**src/afr_pkg.sv**
```systemverilog
package afr_pkg;

	localparam int RAW_W     = 12;
	localparam int PROD_W    = 20;
	localparam int BCD_DIGITS = 6;
	localparam int BCD_W     = BCD_DIGITS * 4;
	localparam int OUT_DIGITS = 4;
	localparam int CNT_W     = $clog2(PROD_W + 1);

	localparam logic [8:0] SCALE_NUM = 9'd391;
	localparam logic [6:0] ROUND_ADD = 7'd50;

	localparam logic [7:0] CH_DOLLAR = 8'h24;
	localparam logic [7:0] CH_M      = 8'h4D;
	localparam logic [7:0] CH_A      = 8'h41;
	localparam logic [7:0] CH_C      = 8'h43;
	localparam logic [7:0] CH_COMMA  = 8'h2C;
	localparam logic [7:0] CH_STAR   = 8'h2A;
	localparam logic [7:0] CH_MINUS  = 8'h2D;
	localparam logic [7:0] CH_ZERO   = 8'h30;

	localparam logic [2:0] HEAD_LAST = 3'd5;

	typedef struct packed {
		logic              neg;
		logic [PROD_W-1:0] prod;
	} scaled_t;

	typedef struct packed {
		logic                      busy;
		logic [OUT_DIGITS-1:0][3:0] digits;
	} dab_status_t;

	function automatic logic [7:0] head_char(input logic [2:0] idx);
		logic [7:0] c;
		unique case (idx)
			3'd0:    c = CH_DOLLAR;
			3'd1:    c = CH_M;
			3'd2:    c = CH_A;
			3'd3:    c = CH_C;
			3'd4:    c = CH_C;
			default: c = CH_COMMA;
		endcase
		return c;
	endfunction

endpackage

```
**src/afr_in_if.sv**
```systemverilog
interface afr_in_if;
	logic       valid;
	logic       ready;
	logic [7:0] x_low_byte;
	logic [7:0] x_high_byte;
	logic [7:0] y_low_byte;
	logic [7:0] y_high_byte;
	logic [7:0] z_low_byte;
	logic [7:0] z_high_byte;

	modport source (
		output valid, x_low_byte, x_high_byte, y_low_byte, y_high_byte,
			z_low_byte, z_high_byte,
		input  ready
	);
	modport sink (
		input  valid, x_low_byte, x_high_byte, y_low_byte, y_high_byte,
			z_low_byte, z_high_byte,
		output ready
	);
endinterface

```
**src/afr_out_if.sv**
```systemverilog
interface afr_out_if;
	logic       valid;
	logic       ready;
	logic [7:0] out_char;
	logic       last_char;

	modport source (output valid, out_char, last_char, input ready);
	modport sink (input valid, out_char, last_char, output ready);
endinterface

```
**src/afr_scale.sv**
```systemverilog
module afr_scale (
	input  logic             clk,
	input  logic             load,
	input  logic [7:0]       lo,
	input  logic [7:0]       hi,
	output afr_pkg::scaled_t scaled
);
	import afr_pkg::*;

	logic [RAW_W-1:0]  raw;
	logic [RAW_W-1:0]  mag;
	logic [PROD_W-1:0] prod;
	scaled_t           scaled_q;

	assign raw  = {hi, lo[7:4]};
	// magnitude of -2048 is 2048, still fits as unsigned
	assign mag  = raw[RAW_W-1] ? (~raw + 1'b1) : raw;
	assign prod = PROD_W'(mag) * PROD_W'(SCALE_NUM) + PROD_W'(ROUND_ADD);

	always_ff @(posedge clk) begin
		if (load) begin
			scaled_q.neg  <= raw[RAW_W-1];
			scaled_q.prod <= prod;
		end
	end

	assign scaled = scaled_q;
endmodule

```
**src/afr_dabble.sv**
```systemverilog
module afr_dabble (
	input  logic                      clk,
	input  logic                      arst_n,
	input  logic                      start,
	input  logic [afr_pkg::PROD_W-1:0] bin,
	output afr_pkg::dab_status_t      status
);
	import afr_pkg::*;

	logic [PROD_W-1:0] bin_q;
	logic [BCD_W-1:0]  bcd_q;
	logic [BCD_W-1:0]  adj;
	logic [CNT_W-1:0]  cnt_q;

	// add 3 to every digit of 5 or more before the shift
	always_comb begin
		for (int i = 0; i < BCD_DIGITS; i++) begin
			adj[i*4 +: 4] = (bcd_q[i*4 +: 4] >= 4'd5) ? bcd_q[i*4 +: 4] + 4'd3
				: bcd_q[i*4 +: 4];
		end
	end

	always_ff @(posedge clk or negedge arst_n) begin
		if (!arst_n) begin
			cnt_q <= '0;
		end else if (start) begin
			cnt_q <= CNT_W'(PROD_W);
		end else if (cnt_q != '0) begin
			cnt_q <= cnt_q - 1'b1;
		end
	end

	always_ff @(posedge clk) begin
		if (start) begin
			bin_q <= bin;
			bcd_q <= '0;
		end else if (cnt_q != '0) begin
			bin_q <= {bin_q[PROD_W-2:0], 1'b0};
			bcd_q <= {adj[BCD_W-2:0], bin_q[PROD_W-1]};
		end
	end

	// dropping the two low decimal digits divides by 100
	assign status.busy   = (cnt_q != '0);
	assign status.digits = bcd_q[BCD_W-1:8];
endmodule

```
**src/accel_sample_ascii_framer.sv**
```systemverilog
// Takes one accelerometer burst (X, Y, Z low and high bytes) and sends the
// sentence "$MACC,x,y,z*" one ASCII byte per output transaction, each axis in
// milli-g as round(raw*391/100) with halves away from zero, a '-' for negative
// values, no leading zeros, and last_char set on the closing '*'. A sample runs
// from its input transaction to the last character through six header
// characters, then for each axis a 20-step bit-serial binary-to-BCD
// conversion followed by the sign when negative, four digit slots and the
// separator. The input is ready again once the closing '*' has been
// loaded into the output register.
module accel_sample_ascii_framer (
	input  logic      clk,
	input  logic      arst_n,
	afr_in_if.sink    sample,
	afr_out_if.source sentence
);
	import afr_pkg::*;

	typedef enum logic [7:0] {
		ST_IDLE  = 8'b0000_0001,
		ST_HEAD  = 8'b0000_0010,
		ST_LOAD  = 8'b0000_0100,
		ST_START = 8'b0000_1000,
		ST_CONV  = 8'b0001_0000,
		ST_SIGN  = 8'b0010_0000,
		ST_DIGIT = 8'b0100_0000,
		ST_SEP   = 8'b1000_0000
	} state_t;

	state_t          state_q;
	logic [2:0]      pos_q;
	logic [1:0]      axis_q;
	logic [1:0]      idx_q;
	logic            lead_q;
	logic [2:0][7:0] lo_q;
	logic [2:0][7:0] hi_q;

	logic            out_v_q;
	logic [7:0]      char_q;
	logic            last_q;

	logic            take;
	logic            emit;
	logic [7:0]      emit_char;
	logic            emit_last;
	logic            skip;
	logic            scale_load;
	logic            conv_start;
	logic [3:0]      dig;
	scaled_t         scaled;
	dab_status_t     dab;

	afr_scale u_scale (
		.clk    (clk),
		.load   (scale_load),
		.lo     (lo_q[axis_q]),
		.hi     (hi_q[axis_q]),
		.scaled (scaled)
	);

	afr_dabble u_dabble (
		.clk    (clk),
		.arst_n (arst_n),
		.start  (conv_start),
		.bin    (scaled.prod),
		.status (dab)
	);

	assign take = !out_v_q || sentence.ready;
	assign dig  = dab.digits[idx_q];
	assign skip = lead_q && (dig == 4'd0) && (idx_q != 2'd0);

	assign sample.ready = (state_q == ST_IDLE);
	assign scale_load   = (state_q == ST_LOAD);
	assign conv_start   = (state_q == ST_START);

	always_comb begin
		emit      = 1'b0;
		emit_char = CH_ZERO;
		emit_last = 1'b0;
		unique case (state_q)
			ST_HEAD: begin
				emit      = take;
				emit_char = head_char(pos_q);
			end
			ST_SIGN: begin
				emit      = take;
				emit_char = CH_MINUS;
			end
			ST_DIGIT: begin
				emit      = take && !skip;
				emit_char = CH_ZERO | {4'd0, dig};
			end
			ST_SEP: begin
				emit      = take;
				emit_char = (axis_q == 2'd2) ? CH_STAR : CH_COMMA;
				emit_last = (axis_q == 2'd2);
			end
			default: begin
				emit = 1'b0;
			end
		endcase
	end

	always_ff @(posedge clk or negedge arst_n) begin
		if (!arst_n) begin
			state_q <= ST_IDLE;
			pos_q   <= '0;
			axis_q  <= '0;
			idx_q   <= '0;
			lead_q  <= 1'b0;
		end else begin
			unique case (state_q)
				ST_IDLE: begin
					if (sample.valid) begin
						pos_q   <= '0;
						axis_q  <= '0;
						state_q <= ST_HEAD;
					end
				end
				ST_HEAD: begin
					if (take) begin
						pos_q <= pos_q + 1'b1;
						if (pos_q == HEAD_LAST) begin
							state_q <= ST_LOAD;
						end
					end
				end
				ST_LOAD: begin
					state_q <= ST_START;
				end
				ST_START: begin
					state_q <= ST_CONV;
				end
				ST_CONV: begin
					if (!dab.busy) begin
						idx_q   <= 2'(OUT_DIGITS - 1);
						lead_q  <= 1'b1;
						state_q <= scaled.neg ? ST_SIGN : ST_DIGIT;
					end
				end
				ST_SIGN: begin
					if (take) begin
						state_q <= ST_DIGIT;
					end
				end
				ST_DIGIT: begin
					// leading zeros are dropped without a transaction
					if (skip) begin
						idx_q <= idx_q - 1'b1;
					end else if (take) begin
						lead_q <= 1'b0;
						if (idx_q == 2'd0) begin
							state_q <= ST_SEP;
						end else begin
							idx_q <= idx_q - 1'b1;
						end
					end
				end
				ST_SEP: begin
					if (take) begin
						if (axis_q == 2'd2) begin
							state_q <= ST_IDLE;
						end else begin
							axis_q  <= axis_q + 1'b1;
							state_q <= ST_LOAD;
						end
					end
				end
				default: begin
					state_q <= ST_IDLE;
				end
			endcase
		end
	end

	always_ff @(posedge clk) begin
		if (sample.valid && sample.ready) begin
			lo_q <= {sample.z_low_byte, sample.y_low_byte, sample.x_low_byte};
			hi_q <= {sample.z_high_byte, sample.y_high_byte, sample.x_high_byte};
		end
	end

	always_ff @(posedge clk or negedge arst_n) begin
		if (!arst_n) begin
			out_v_q <= 1'b0;
		end else if (emit) begin
			out_v_q <= 1'b1;
		end else if (sentence.ready) begin
			out_v_q <= 1'b0;
		end
	end

	always_ff @(posedge clk) begin
		if (emit) begin
			char_q <= emit_char;
			last_q <= emit_last;
		end
	end

	assign sentence.valid     = out_v_q;
	assign sentence.out_char  = char_q;
	assign sentence.last_char = last_q;
endmodule

```
**src/flat_wrapper.sv**
```systemverilog
// flat-port wrapper written by rule: the top's interface ports become plain ports
module accel_sample_ascii_framer_flat import afr_pkg::*;
  (clk, arst_n, sample_valid, sample_x_low_byte, sample_x_high_byte, sample_y_low_byte, sample_y_high_byte, sample_z_low_byte, sample_z_high_byte, sample_ready, sentence_valid, sentence_out_char, sentence_last_char, sentence_ready);
  afr_in_if sample_i ();
  afr_out_if sentence_i ();
  input  logic clk;
  input  logic arst_n;
  input wire logic [$bits(sample_i.valid)-1:0] sample_valid;
  input wire logic [$bits(sample_i.x_low_byte)-1:0] sample_x_low_byte;
  input wire logic [$bits(sample_i.x_high_byte)-1:0] sample_x_high_byte;
  input wire logic [$bits(sample_i.y_low_byte)-1:0] sample_y_low_byte;
  input wire logic [$bits(sample_i.y_high_byte)-1:0] sample_y_high_byte;
  input wire logic [$bits(sample_i.z_low_byte)-1:0] sample_z_low_byte;
  input wire logic [$bits(sample_i.z_high_byte)-1:0] sample_z_high_byte;
  output wire logic [$bits(sample_i.ready)-1:0] sample_ready;
  output wire logic [$bits(sentence_i.valid)-1:0] sentence_valid;
  output wire logic [$bits(sentence_i.out_char)-1:0] sentence_out_char;
  output wire logic [$bits(sentence_i.last_char)-1:0] sentence_last_char;
  input wire logic [$bits(sentence_i.ready)-1:0] sentence_ready;
  assign sample_i.valid = sample_valid;
  assign sample_i.x_low_byte = sample_x_low_byte;
  assign sample_i.x_high_byte = sample_x_high_byte;
  assign sample_i.y_low_byte = sample_y_low_byte;
  assign sample_i.y_high_byte = sample_y_high_byte;
  assign sample_i.z_low_byte = sample_z_low_byte;
  assign sample_i.z_high_byte = sample_z_high_byte;
  assign sample_ready = sample_i.ready;
  assign sentence_valid = sentence_i.valid;
  assign sentence_out_char = sentence_i.out_char;
  assign sentence_last_char = sentence_i.last_char;
  assign sentence_i.ready = sentence_ready;
  accel_sample_ascii_framer u_core (.clk(clk), .arst_n(arst_n), .sample(sample_i), .sentence(sentence_i));
endmodule
```
**config.mk**
```make
export PLATFORM = sky130hd
export DESIGN_NAME = accel_sample_ascii_framer_flat
export DESIGN_NICKNAME = d
export VERILOG_FILES = /design/src/afr_pkg.sv /design/src/afr_in_if.sv /design/src/afr_out_if.sv /design/src/afr_scale.sv /design/src/afr_dabble.sv /design/src/accel_sample_ascii_framer.sv /design/src/flat_wrapper.sv
export SDC_FILE = /design/constraint.sdc
export NUM_CORES = 1
export LEC_CHECK = 0
export BUFFER_PORTS_ARGS = -buffer_cell sky130_fd_sc_hd__buf_2
export CAP_MARGIN = 30
export CORE_ASPECT_RATIO = 0.8
export CORE_UTILIZATION = 45
export CTS_BUF_LIST = sky130_fd_sc_hd__clkbuf_16
export CTS_CLUSTER_SIZE = 24
export DETAILED_ROUTE_END_ITERATION = 6
export GPL_TIMING_DRIVEN = 1
export HOLD_SLACK_MARGIN = 0.03
export PLACE_DENSITY_LB_ADDON = 0.05
export SKIP_LAST_GASP = 1
export SYNTH_ARGS = -nofsm -noshare
export SYNTH_HDL_FRONTEND = slang
export SYNTH_HIERARCHICAL = 1
export SYNTH_SLANG_ARGS = --single-unit
export TNS_END_PERCENT = 1
```
**constraint.sdc**
```tcl
create_clock -name clk -period 6.8 [get_ports clk]
set_input_delay 2.04 -clock clk [delete_from_list [all_inputs] [get_ports clk]]
set_output_delay 2.04 -clock clk [all_outputs]
set_load 0.02 [all_outputs]
```
==> out/qor.csv <==
metric,value,unit
Starting Density,46.7,%
1st-iter DRT viols,389,
# nets final,1040,
max_slew headroom,43.6,%
total gr overflow,0,
FF-to-FF Start,u_core/axis_q[1],
Worst Tran Pin Value,837,ps
largest fanout on the critical path,16,
CTS buffer count,17,
CTS tree,done,
share of cells above drive strength 1,17.1,%
RSZ-0062 raised after global routing,no,
Setup crit start kind,flip-flop,
final cycle utilization of the critical path,94.0,%
io pins,63,
Detailed Place HPWL,12.8,mm
Post-CTS Resized,0,
worst path required time,7000,ps
largest net degree at the start of global routing,70,
routability congestion estimate from global placement,0.836,
chip width,160,µm
r2r worst-path depth,24,
Hold Crit Depth,2,
min cycle time layout,6390,ps
first-pass GRT wire length,29.2,mm
First-pass DRT Iterations,5,
clock sink count,131,
"commonest non-fill, non-tap cells in the layout","ha_1 (101), edfxtp_1 (85), inv_1 (84)",
Worst Path Arrival,6600,ps
setup TNS,0,ps
CP Class,reg -> reg,
# DRC,0,
post-synthesis net count,1007,
Core Rows,45,
# port buffers,49,
Diodes inserted,0,
hold path startpoint,u_core/u_dabble/bcd_q[2],
Die Area,20600,µm²
"commonest non-fill, non-tap cell in the layout",ha_1,
synthesized area,9010,µm²
clock transition at the registers of the reported paths,70,ps
vias in the first global route,6073,
Hold Path Sink,u_core/u_dabble/bcd_q[3],
Gate Count Post-Synth,831,
hold violation total from the final report,0,
vias,6101,
Pins Over Slew Limit,0,
number of synthesis warnings,6,
WL per Instance,15.2,µm
status,"finished, final reports clean",
Area Overhead vs Synth,11.5,%
Core ar.,19300,µm²
hold crit path type,reg -> reg,
Crit. End Element,flip-flop,
Max-Cap Viols,0,
total track usage,17.6,%
CTS root buffer,clkbuf_16,
DRT Wirelength,17.2,mm
Max Clock Freq,0.156,GHz
H-tree depth,4,
postcts setup bufs,0,
CTS Hold Bufs,0,
Die Ht,129,µm
flop2flop setup slack,410,ps
clock skew,12.4,ps
average vias per placed instance,5.38,
antenna violations before repair,0,
reg2reg end,u_core/u_scale/scaled[18],
"Avg Cell Area, Syn",10.8,µm²
clk_lat worst skew,420,ps
ANT nets after route,0,
# setup viols final,0,
Max Root-Sink Buffers,2,
## final cells by class
class	count	area, µm²
multi-input combinational	566	4820
inverter	85	319
timing repair buffer	63	358
sequential	131	3580
tap	258	323
fill	1754	9270
clock buffer	17	425
clock inverter	15	219
## worst max-delay path by stage
stage	from	end	slack, ps
after floorplan	u_core/axis_q[1]	u_core/u_scale/scaled[17]	620
after global placement	u_core/axis_q[1]	u_core/u_scale/scaled[17]	600
after detailed placement	u_core/axis_q[1]	u_core/u_scale/scaled[18]	410
after CTS	u_core/axis_q[1]	u_core/u_scale/scaled[18]	390
after global routing	u_core/axis_q[1]	u_core/u_scale/scaled[18]	20
final	u_core/axis_q[1]	u_core/u_scale/scaled[18]	410
## per-layer routing
metal	GRT usage [%]	share of wire (%)
met1	24.1	49
met3	3.71	3.1
met5	0	0
met4	4.03	0.41
met2	28.6	47
## metrics by stage
step | area (µm²) | instances | worst slack, ps | utilization, % | hold slack [ps]
after global placement | 9390 | 1102 | 603 | 48.6 | 479
after global routing | 10000 | 1135 | 22.1 | 52.0 | 529
final | 10000 | 1135 | 406 | 52.0 | 501
after CTS | 10000 | 1134 | 390 | 51.9 | 504
after detailed placement | 9390 | 1102 | 414 | 48.6 | 492
after floorplan | 9010 | 831 | 624 | - | 463
## critical path, cell delays in order, from the launching register on
cell and delay (ps):
dfrtp_1 320, buf_4 260, nor2_1 70, buf_4 180, nand2_1 70, o21ai_0 190
nor4_1 490, nand2_1 170, o31a_1 280, xor2_1 190, inv_1 90, fa_1 530
inv_1 50, ha_1 270, inv_1 50, fa_1 470, inv_1 60, fa_1 470
ha_1 310, ha_1 390, a21oi_1 330, a21boi_0 190, o22ai_1 260, a21boi_0 150
o311ai_1 360
## registers in the layout (all words and copies together) (netlist names)
name / flops
u_core/lo_q: 12
u_core/u_dabble/bin_q: 20
u_core/lead_q: 1
u_core/axis_q: 2
u_core/sentence.out_char: 7
u_core/sentence.last_char: 1
u_core/sentence.valid: 1
u_core/u_dabble/cnt_q: 5
u_core/u_scale/scaled: 21
u_core/state_q: 8
u_core/idx_q: 2
u_core/pos_q: 3
u_core/u_dabble/bcd_q: 24
u_core/hi_q: 24
Power is not shown: default switching activity piles up to over one toggle a cycle in this logic, so the estimate is an artifact.
